[src/hw/rtl/agr_pkg.sv]
// shared types and constants of the autoregressive grouped risk block
`default_nettype none
package agr_pkg;

  localparam int unsigned IN_W       = 16;
  localparam int unsigned THETA_W    = 15;
  localparam int unsigned TERM_W     = 40;
  localparam int unsigned GRP_W      = 48;
  localparam int unsigned ACC_W      = 52;
  localparam int unsigned RISK_W     = 48;
  localparam int unsigned QDEPTH     = 4;
  localparam int unsigned OBS_SHIFT  = 24;
  localparam int unsigned TH_SHIFT   = 14;
  localparam int unsigned COUNT_WIDTH_DEF = 32;

  typedef logic signed [IN_W-1:0]    in_t;
  typedef logic signed [THETA_W-1:0] theta_t;
  typedef logic signed [TERM_W-1:0]  term_v_t;
  typedef logic signed [GRP_W-1:0]   grp_t;
  typedef logic signed [ACC_W-1:0]   acc_t;
  typedef logic signed [49:0]        mul_a_t;
  typedef logic signed [24:0]        mul_b_t;
  typedef logic signed [74:0]        prod_t;
  typedef logic [127:0]              wide_t;
  typedef logic signed [63:0]        tot_t;
  typedef logic [63:0]               utot_t;
  typedef logic [RISK_W-1:0]         risk_t;

  localparam acc_t GRP_HI = (acc_t'(1) <<< 47) - acc_t'(1);
  localparam acc_t GRP_LO = -GRP_HI;

  // per-observation terms handed from the front to the back
  typedef struct packed {
    term_v_t t1;
    term_v_t t2;
    term_v_t lx;
    term_v_t lc;
    logic    gend;
    logic    dend;
  } term_t;

  function automatic grp_t clamp_grp(input acc_t v);
    grp_t r;
    if (v > GRP_HI) begin
      r = grp_t'(GRP_HI);
    end else if (v < GRP_LO) begin
      r = grp_t'(GRP_LO);
    end else begin
      r = v[GRP_W-1:0];
    end
    return r;
  endfunction

endpackage
`default_nettype wire

[src/hw/rtl/agr_queue.sv]
// short term queue between front and back
`default_nettype none
module agr_queue (
  input  wire logic           clk_i,
  input  wire logic           rst_ni,
  input  wire logic           push_i,
  output logic                push_ready_o,
  input  wire agr_pkg::term_t push_data_i,
  input  wire logic           pop_i,
  output logic                head_valid_o,
  output agr_pkg::term_t      head_o
);

  localparam int unsigned PTR_W = $clog2(agr_pkg::QDEPTH);
  localparam int unsigned CNT_W = $clog2(agr_pkg::QDEPTH + 1);

  agr_pkg::term_t   mem_q [agr_pkg::QDEPTH];
  logic [PTR_W-1:0] wr_ptr_q, rd_ptr_q;
  logic [CNT_W-1:0] cnt_q;
  logic             do_push, do_pop;

  assign push_ready_o = cnt_q != CNT_W'(agr_pkg::QDEPTH);
  assign head_valid_o = cnt_q != '0;
  assign do_push      = push_i && push_ready_o;
  assign do_pop       = pop_i && head_valid_o;
  assign head_o       = mem_q[rd_ptr_q];

  always_ff @(posedge clk_i or negedge rst_ni) begin
    if (!rst_ni) begin
      wr_ptr_q <= '0;
      rd_ptr_q <= '0;
      cnt_q    <= '0;
    end else begin
      if (do_push) begin
        wr_ptr_q <= wr_ptr_q + PTR_W'(1);
      end
      if (do_pop) begin
        rd_ptr_q <= rd_ptr_q + PTR_W'(1);
      end
      if (do_push && !do_pop) begin
        cnt_q <= cnt_q + CNT_W'(1);
      end else if (do_pop && !do_push) begin
        cnt_q <= cnt_q - CNT_W'(1);
      end
    end
  end

  always_ff @(posedge clk_i) begin
    if (do_push) begin
      mem_q[wr_ptr_q] <= push_data_i;
    end
  end

endmodule
`default_nettype wire

[config.mk]
export PLATFORM = sky130hd
export DESIGN_NAME = agr_queue
export DESIGN_NICKNAME = d
export VERILOG_FILES = /design/src/hw/rtl/agr_pkg.sv /design/src/hw/rtl/agr_queue.sv
export SDC_FILE = /design/constraint.sdc
export NUM_CORES = 1
export LEC_CHECK = 0
export BUFFER_PORTS_ARGS = -buffer_cell sky130_fd_sc_hd__buf_2
export CORE_MARGIN = 2
export CORE_UTILIZATION = 37
export DETAILED_ROUTE_END_ITERATION = 16
export HOLD_SLACK_MARGIN = 0.12
export SYNTH_ARGS = -nofsm -noshare
export SYNTH_HDL_FRONTEND = slang
export SYNTH_SLANG_ARGS = --single-unit
[constraint.sdc]
create_clock -name clk_i -period 4.7 [get_ports clk_i]
set_input_delay 0.705 -clock clk_i [delete_from_list [all_inputs] [get_ports clk_i]]
set_output_delay 0.705 -clock clk_i [all_outputs]
set_load 0.01 [all_outputs]
# == After elaboration in Yosys (flattened, before gate mapping) ==
# Memory sizes are Yosys's and may differ from the RTL's.
# Cells that the tools add are included.
# word_totals
mem_count,1
word_cells,21
regBits,7
ram_bits,648
output_inout_bits,164
# mem_list
name,words,word_bits,rd,rd_ports_with_merged_regs,wr,line_no,rtl
mem_q,4,162,1,0,1,agr_queue.sv:17,agr_pkg::term_t mem_q [agr_pkg::QDEPTH];
# op_classes
eq_ne,1
add_sub_neg,4
n_mux,4
n_reduce_logical,8
# ops
operator,n
2-to-1 mux 3 bit,2
"adder 2 x 1 -> 2 bit, second input constant",2
logical AND 1 bit,4
"adder 3 x 1 -> 3 bit, second input constant",1
"inequality test 3 bit, second input constant",1
nonzero test 3 bit,1
"subtractor 3 x 1 -> 3 bit, second input constant",1
logical NOT 1 bit,2
2-to-1 mux 1 bit,2
nonzero test 2 bit,1

# == Depth between registers and ports, before layout ==
# Gate-level depths: netlist of the first run.
# depth
depth_word,6
ltp_mapped,8
depth_no_buf,8

# == Worst setup path before layout of the first run ==
# No wires, ideal clock.
# synth_timing
path_type,input port to flip-flop
from,input push_i
to,memory mem_q[2][0] (netlist bit) (enable)
slack_ps,-556
arrival_time_ps,4715
path_buffers,0
path_stages,2
setup_time_ps,541
cell_sequence,a21boi_2 and2_1
# synth_via
elab_chain_len,3
# synth_lines
item,line_no,rtl
"start, declared",agr_queue.sv:6,"input wire logic push_i,"
logical AND 1 bit,agr_queue.sv:24,assign do_push = push_i && push_ready_o;
2-to-1 mux 1 bit,agr_queue.sv:49,if (do_push) begin
2-to-1 mux 1 bit (implied by the code),agr_queue.sv:50,mem_q[wr_ptr_q] <= push_data_i;
"end, declared",agr_queue.sv:17,
# No other way between the ends.

==> impl_metrics.csv, run 1 <==
group,metric,value,unit
critical_path,worstPathMaxFanout,38,
finish,fin_util,45.61,%
timing,slew_viol_final,0,
power_and_ir_drop,p_per_area,645.6,mW/mm^2
synth,synth_cells,881,
finish,multi_input_area,0.003879,mm^2
critical_path,arrival,2790,ps
route,vias,10540,
timing,period_minus_slack,3493,ps
finish,final_net_count,1450,
synth,synth_cell_types,20,
global_route,antenna_found_initial,12,
synth,synthTopCellsByCount,"648 x edfxtp_1, 162 x mux4_2, 11 x buf_2, 11 x buf_4",
global_route,grt_pass1_wl,72270,um
timing,hold_viol,0,
critical_path,worstSetupStartpointType,"flip-flop",
floorplanning,io_pins,330,
finish,finalNonFillerCells,2181,
timing,rsz0062_at_grt,"no",
cts,post_cts_buffers,0,
floorplanning,die_h,257.4,um
run_status,status,"finished clean",
finish,drive_gt1_share,47.10,%
cts,htree_num_levels,3,
critical_path,crit_path_max_incr_delay,1010,ps
cts,cts_made_buffers,72,
finish,area_growth,21.60,%
timing,worst_pin_slew,937.6,ps
route,first_iter_violations,587,
finish,n_fill_cell,5367,
route,ant_nets,0,
global_route,gr-usage-met2,24.45,%
timing,tns,0,ps
cts,clk_path_buf_depth,3,
global_route,top_usage_layer,"met2",
synth,synth_edf_count,648,
route,first_pass_iters,4,
cts,clk_pin_slew_worst_paths,60,ps
cts,clkLatencyLatePin,590,ps
route,via_per_inst,4.834,
route,drc,0,
critical_path,path_cells,"buf_4 -> mux4_2 -> buf_2",
floorplanning,start_util,37.51,%
hold_path,hold_class,"in -> reg",
synth,seq_area_frac_synth,82.67,%
floorplanning,core_area,0.06331,mm^2
synth,syn_area,0.02375,mm^2
floorplanning,rows,92,
synth,ys_top_cells_by_area,"edfxtp_1 82%, mux4_2 15%, dfrtp_1 0.74%",
timing,min_period_over_period,74.33,%
placement,dpl.hpwl,29060,um
critical_path,end_kind,"primary output",
synth,synth_nets,1053,
floorplanning,die_area,0.06623,mm^2
route,wire_per_inst,21.92,um
cts,cts_hold_buf,1,
timing,fmax,286.3,MHz
critical_path,cp_slowest_cell,"dfrtp_4",
job,maxCapViolations,0,
power_and_ir_drop,total_leakage_power,0.009722,uW
global_route,grtUsageMet3,4.856,%
timing,relSlewSlack,37.49,%
cts,cts.sinks,655,
placement,port-buffer-count,329,
synth,ys_ff_latch,655,
global_route,grt_pass1_vias,11690,
synth,synth.most_common_cell,"edfxtp_1",
timing,hold_slack,322.3,ps
critical_path,critPathRequiredTime,3990,ps
power_and_ir_drop,ir_drop,0.3574,mV
cts,cts_resized,0,
synth,synth-main-ff-cell,"edfxtp_1",
timing,skew,14.20,ps
finish,seqCellArea,0.01964,mm^2
synth,yosysWarnings,0,
placement,dp_cells,2049,
floorplanning,dieWidth,257.4,um
route,wirelength,47820,um
global_route,use_met1,17.53,%
synth,ys_async_sr_fraction,1.069,%
synth,synth_area_leader_cell,"edfxtp_1",
cts,cts_root_buf,"clkbuf_16",
global_route,grt.overflow.total,0,
cts,cts_tree,"yes",
global_route,grt_util_all_layers,14.53,%
critical_path,crit_type,"reg -> out",
timing,setup_viol,0,
placement,gp_congestion,0.7183,
synth,synth_top_area_share,81.93,%
global_route,grt_max_degree,73,
synth,syn_avg_cell_area,26.96,um^2
metal layers:
layer	wire length, um	vias to the layer above
met5	89	-
met4	1065	14
met3	3597	84
met2	24460	285
met1	18600	5524
li1	-	4635
flip-flops by register name (all words and copies together) (netlist names):
signal    count
wr_ptr_q      2
cnt_q         3
rd_ptr_q      2
mem_q       648
area by class of cell:
| class | instances | area share, % |
|---|---|---|
| timing repair buffer | 359 | 7.053 |
| sequential | 655 | 68.01 |
| antenna | 8 | 0.06932 |
| tap | 846 | 3.665 |
| inverter | 3 | 0.03899 |
| clock inverter | 31 | 1.053 |
| multi-input combinational | 187 | 13.43 |
| clock buffer | 92 | 6.677 |
critical path, delay by kind of cell (launching register included):
family / cells / cell delay [ps]
buffers and inverters: 2 / 590
flip-flops: 1 / 1010
multiplexers: 1 / 560
logic make-up (layout without fill, tap and decap cells):
| logic type | count (synthesis) | after routing | synth area share (%) |
|---|---|---|---|
| flops | 655 | 655 | 82.67 |
| mux | 164 | 164 | 15.46 |
| buf+inv | 39 | 485 | 1.038 |
| simple gates | 10 | 10 | 0.2160 |
| fa+ha+maj | 6 | 6 | 0.3477 |
| xor+xnor | 6 | 6 | 0.2213 |
| compound gates | 1 | 1 | 0.04741 |
| other cells | 0 | 8 | 0 |
power breakdown:
| group | internal [uW] | switching (uW) |
|---|---|---|
| Sequential | 7710 | 436 |
| Clock | 3170 | 2160 |
| Combinational | 2410 | 2760 |
final timing paths:
path,end,slack [ps],start,cells past startpoint
worst max-delay path,head_o[45],1210,rd_ptr_q[0],3
worst min-delay path,mem_q[2][82],320,push_data_i[82],1
worst max register to register,mem_q[1][70],2260,cnt_q[0],4
worst min register to register,cnt_q[2],530,cnt_q[2],1
max in group asynchronous,rd_ptr_q[0],4010,rst_ni,2
min in group asynchronous,rd_ptr_q[1],500,rst_ni,2
stage by stage:
stage | instance area, um^2 | total power, uW | setup WS (ps)
after detailed placement | 26620 | 13650 | 1738
after CTS | 28860 | 19040 | 1077
after floorplan | 23750 | 11480 | 1249
after global routing | 28860 | 19560 | 979.7
after global placement | 26620 | 13580 | 1738
final | 28880 | 18650 | 1207
cells in the final DEF (no fill, tap or decap), types with 6 or more instances in the layout:
| master | netlist | routed |
|---|---|---|
| mux4_2 | 162 | 162 |
| diode_2 | 0 | 8 |
| edfxtp_1 | 648 | 648 |
| buf_4 | 11 | 16 |
| clkbuf_16 | 0 | 73 |
| clkbuf_1 | 1 | 16 |
| clkinvlp_4 | 0 | 6 |
| buf_2 | 11 | 329 |
| buf_12 | 0 | 13 |
| clkinv_1 | 0 | 11 |
Power figures use the tool's default switching activity.
==> run 2, diff against run 1 <==
clock period = 3.4 ns   (was 4.7 ns; I/O delays follow)
==> run 2 against run 1 <==
Compared with the run above: via count increased by 7.0%; final cell count grew 7.6%; routed wire length rose by 2.0%; setup slack got worse by 790 ps; sequential share of layout area shrank 3.8 points; critical endpoint is now head_o[56]; largest power group unchanged; largest cell class unchanged; total power increased by 38%.
==> impl_metrics.csv, run 2 (same netlist as run 1, synthesis figures left out) <==
group,metric,value,unit
run_status,status,"finished clean",
finish,seqCellArea,0.01964,mm^2
finish,area_growth,28.77,%
timing,relSlewSlack,50.87,%
power_and_ir_drop,total_leakage_power,0.01047,uW
floorplanning,dieWidth,257.4,um
cts,htree_num_levels,3,
route,wire_per_inst,20.78,um
cts,clkLatencyLatePin,600,ps
critical_path,crit_top_cell,"buf_12",
cts,cts_root_buf,"clkbuf_16",
timing,tns,0,ps
critical_path,reg2reg_slack,1140,ps
finish,layout_common_cells,"648 x edfxtp_1, 329 x buf_2, 163 x dlygate4sd3_1",
finish,multi_input_area,0.003879,mm^2
placement,gp_congestion,0.7367,
critical_path,arrival,2480,ps
placement,port-buffer-count,329,
route,drc,0,
timing,period_minus_slack,2987,ps
finish,design_area,0.03058,mm^2
global_route,grt_max_degree,66,
cts,clk_pin_slew_worst_paths,60,ps
floorplanning,die_h,257.4,um
route,vias,11280,
finish,drive_gt1_share,42.31,%
critical_path,path_cells,"buf_12 -> buf_12 -> mux4_2 -> buf_2",
job,maxCapViolations,0,
placement,dpl.hpwl,30390,um
floorplanning,start_util,37.51,%
timing,slew_viol_final,0,
global_route,antenna_found_initial,3,
cts,clk_path_buf_depth,3,
floorplanning,rows,92,
critical_path,worstSetupStartpointType,"flip-flop",
route,first_pass_iters,5,
finish,layout_commonest_cell,"edfxtp_1",
critical_path,critPathRequiredTime,2890,ps
cts,post_cts_buffers,0,
critical_path,worstPathMaxFanout,19,
timing,skew,15.45,ps
route,first_iter_violations,580,
route,wirelength,48770,um
route,via_per_inst,4.806,
critical_path,cp_slowest_cell,"dfrtp_4",
finish,n_fill_cell,5184,
finish,top_register,"mem_q",
global_route,grt.overflow.total,0,
placement,placed_area,0.02685,mm^2
finish,largest_reg_flops,648,
critical_path,crit_type,"reg -> out",
timing,fmax,334.8,MHz
global_route,grt_util_all_layers,14.89,%
route,ant_nets,0,
power_and_ir_drop,ir_drop,0.6585,mV
hold_path,hold_class,"in -> reg",
floorplanning,core_area,0.06331,mm^2
cts,cts_resized,0,
cts,cts_made_buffers,69,
finish,diodes,0,
timing,setup_viol,0,
timing,hold_viol,0,
timing,min_period_over_period,87.84,%
critical_path,crit_path_max_incr_delay,660,ps
floorplanning,die_area,0.06623,mm^2
timing,worst_pin_slew,736.9,ps
floorplanning,io_pins,330,
timing,rsz0062_at_grt,"no",
critical_path,end_kind,"primary output",
cts,cts.sinks,655,
power_and_ir_drop,p_per_area,843.6,mW/mm^2
global_route,grt_pass1_wl,74740,um
finish,top_regs,"mem_q: 648 flops, cnt_q: 3 flops",
global_route,grt_pass1_vias,12390,
finish,final_net_count,1625,
cts,cts_tree,"yes",
-- run 2: final timing paths --
check                           depth (start not counted)   startpoint       endpoint
worst max-delay path                                    4  rd_ptr_q[0]     head_o[56]
worst min-delay path                                    3        pop_i    rd_ptr_q[1]
worst max register to register                          4     cnt_q[0]  mem_q[0][111]
worst min register to register                          1     cnt_q[2]       cnt_q[2]
max in group asynchronous                               2       rst_ni    rd_ptr_q[0]
min in group asynchronous                               2       rst_ni    rd_ptr_q[1]
-- run 2: layer usage --
metal | part of all wire (%) | global-route usage, % | vias to the layer above | wire length (um)
li1 | - | - | 4976 | -
met1 | 40 | 18.53 | 5940 | 19670
met2 | 51 | 25.52 | 282 | 25050
met3 | 6.1 | 4.472 | 76 | 2993
met4 | 2.1 | 3.773 | 6 | 1027
met5 | 0.068 | 0 | - | 33
-- run 2: power by group --
part	switching [uW]	internal (uW)	total, uW
Clock	2990	3980	6960
Combinational	4150	3630	7780
Sequential	402	10700	11100
-- run 2: critical path: cells and delay by family (launching register included) --
| family | cells | cell delay (ps) |
|---|---|---|
| flops | 1 | 660 |
| buf+inv | 3 | 650 |
| mux | 1 | 550 |
-- run 2: timing repair --
item                                    CTS  global route
hold buffers                            163             0
endpoints found under the setup margin    0             0
hold endpoints to repair                653             0
-- run 2: cell type report --
| type | count | area share (%) |
|---|---|---|
| Multi-Input combinational cell | 187 | 12.68 |
| Clock inverter | 28 | 0.8797 |
| Timing Repair Buffer | 537 | 12.72 |
| Tap cell | 846 | 3.461 |
| Inverter | 3 | 0.03682 |
| Sequential cell | 655 | 64.23 |
| Clock buffer | 91 | 5.986 |
-- run 2: through the flow --
step	total power [uW]	util [%]	instances	hold WS, ps	setup WS, ps
after floorplan	15870	-	881	214.4	144.4
after global placement	19010	42.41	2065	357.3	964.9
after detailed placement	19090	42.41	2065	354.6	970.6
after CTS	26290	48.30	2347	176.8	301.9
after global routing	27050	48.30	2347	211.3	253.1
final	25800	48.30	2347	218.2	413.4
==> run 3, diff against run 2 <==
CAP_MARGIN = 20   (was unset)
CTS_BUF_LIST = sky130_fd_sc_hd__clkbuf_8 sky130_fd_sc_hd__clkbuf_16   (was unset)
==> run 3 against run 2 <==
Compared with the run above: hold slack lost 0.53 ps; count of clock-buffer cells in the layout is 21 lower; critical path depth unchanged; die area did not move; via count about the same; critical endpoint unchanged.
==> impl_metrics.csv, run 3 (same netlist as run 1, synthesis figures left out) <==
group,metric,value,unit
finish,diodes,0,
route,vias,11270,
global_route,grt_util_all_layers,14.89,%
cts,clkLatencyLatePin,600,ps
finish,n_fill_cell,5184,
route,first_pass_iters,4,
timing,relSlewSlack,50.46,%
critical_path,reg2reg_slack,1140,ps
cts,clk_pin_slew_worst_paths,60,ps
global_route,grt_pass1_vias,12390,
finish,layout_commonest_cell,"edfxtp_1",
timing,fmax,335.6,MHz
critical_path,path_delay_family,"flip-flops",
global_route,grt_pass1_wl,74740,um
finish,largest_reg_flops,648,
cts,cts_tree,"yes",
global_route,top_usage_layer,"met2",
critical_path,path_cells,"buf_12 -> buf_12 -> mux4_2 -> buf_2",
job,maxCapViolations,0,
floorplanning,start_util,37.51,%
finish,seqCellArea,0.01964,mm^2
global_route,grtUsageMet3,4.472,%
cts,clk_path_buf_depth,3,
floorplanning,dieWidth,257.4,um
timing,period_minus_slack,2980,ps
cts,cts_made_buffers,69,
placement,port-buffer-count,329,
power_and_ir_drop,comb_power_share,30.2,%
cts,cts.sinks,655,
finish,drive_gt1_share,42.31,%
placement,placed_area,0.02685,mm^2
power_and_ir_drop,total_leakage_power,0.01055,uW
finish,top_register,"mem_q",
timing,skew,15.81,ps
power_and_ir_drop,ir_drop,0.6585,mV
global_route,antenna_found_initial,3,
floorplanning,io_pins,330,
route,drc,0,
floorplanning,die_area,0.06623,mm^2
critical_path,arrival,2470,ps
critical_path,critPathRequiredTime,2890,ps
hold_path,hold_class,"in -> reg",
power_and_ir_drop,p_clk_share,26.8,%
timing,rsz0062_at_grt,"no",
route,via_per_inst,4.803,
finish,area_growth,28.77,%
critical_path,crit_top_cell,"buf_12",
floorplanning,core_area,0.06331,mm^2
power_and_ir_drop,p_int,18200,uW
route,ant_nets,0,
cts,post_cts_buffers,0,
timing,slew_viol_final,0,
finish,multi_input_area,0.003879,mm^2
finish,top_regs,"mem_q: 648 flops, cnt_q: 3 flops",
critical_path,critPathBufInv,3,
power_and_ir_drop,p_sw_share,29.29,%
timing,worst_pin_slew,743.1,ps
power_and_ir_drop,p_per_area,841.6,mW/mm^2
power_and_ir_drop,power_frac_seq,43.0,%
finish,final_net_count,1625,
cts,cts_root_buf,"clkbuf_16",
timing,setup_viol,0,
critical_path,crit_type,"reg -> out",
finish,design_area,0.03058,mm^2
cts,cts_resized,0,
critical_path,end_kind,"primary output",
critical_path,worstPathMaxFanout,19,
timing,tns,0,ps
critical_path,crit_path_max_incr_delay,660,ps
floorplanning,die_h,257.4,um
timing,min_period_over_period,87.64,%
global_route,grt.overflow.total,0,
finish,layout_common_cells,"648 x edfxtp_1, 329 x buf_2, 163 x dlygate4sd3_1",
placement,gp_congestion,0.7367,
finish,fin_util,48.30,%
power_and_ir_drop,p_sw,7538,uW
global_route,grt_max_degree,66,
critical_path,worstSetupStartpointType,"flip-flop",
floorplanning,rows,92,
timing,hold_viol,0,
critical_path,cp_slowest_cell,"dfrtp_4",
route,wire_per_inst,20.78,um
global_route,use_met1,18.53,%
run_status,status,"finished clean",
route,wirelength,48770,um
cts,htree_num_levels,3,
cts,cts_hold_buf,163,
route,first_iter_violations,620,
global_route,gr-usage-met2,25.52,%
placement,dpl.hpwl,30390,um
run 3: changes by cell type in the layout (fill, tap and decap cells not counted), sizes merged:
| cell | delta |
|---|---|
| inv | +21 |
| clkbuf | -21 |
run 3: layout make-up:
cell class / instances / area share, %
flip-flops and latches: 655 / 64.23
repair buffers: 537 / 12.72
multi-input cells: 187 / 12.68
clock buffers: 70 / 5.728
well taps: 846 / 3.461
clock inverters: 49 / 1.137
inverters: 3 / 0.03682
run 3: per-layer routing:
metal | routed length [um] | part of all wire, %
met1 | 19790 | 41
met2 | 24980 | 51
met3 | 2942 | 6.0
met4 | 1027 | 2.1
met5 | 33 | 0.068
run 3: path summary, 6_finish.rpt:
check,start,end,cells after the start
worst max register to register,cnt_q[0],mem_q[0][111],4
worst max-delay path,rd_ptr_q[0],head_o[56],4
worst min-delay path,pop_i,rd_ptr_q[1],3
worst min register to register,cnt_q[2],cnt_q[2],1
max in group asynchronous,rst_ni,rd_ptr_q[0],2
min in group asynchronous,rst_ni,rd_ptr_q[1],2
run 3: power groups by stage:
stage,Combinational [uW],Clock [uW],Sequential [uW]
after floorplan,4720,0,11100
after global placement,7840,0,11200
after detailed placement,7840,0,11200
after CTS,8030,7120,11100
after global routing,8380,7410,11200
final,7780,6900,11100
run 3: metrics by stage:
stage | hold WS [ps] | cells | total power [uW] | setup slack [ps]
2_1_floorplan | 214.4 | 881 | 15870 | 144.4
3_3_place_gp | 357.3 | 2065 | 19010 | 964.9
6_report | 217.6 | 2347 | 25740 | 420.2
3_5_place_dp | 354.6 | 2065 | 19090 | 970.6
5_1_grt | 211.0 | 2347 | 27000 | 253.1
4_1_cts | 177.4 | 2347 | 26240 | 301.9
run 3: worst register-to-register path: cells and delay by family (launching register included):
| family | cells | cell delay [ps] |
|---|---|---|
| and+or+nand+nor | 2 | 800 |
| DFF | 1 | 430 |
| AOI/OAI and AO/OA | 1 | 340 |
| buffers and inverters | 1 | 390 |
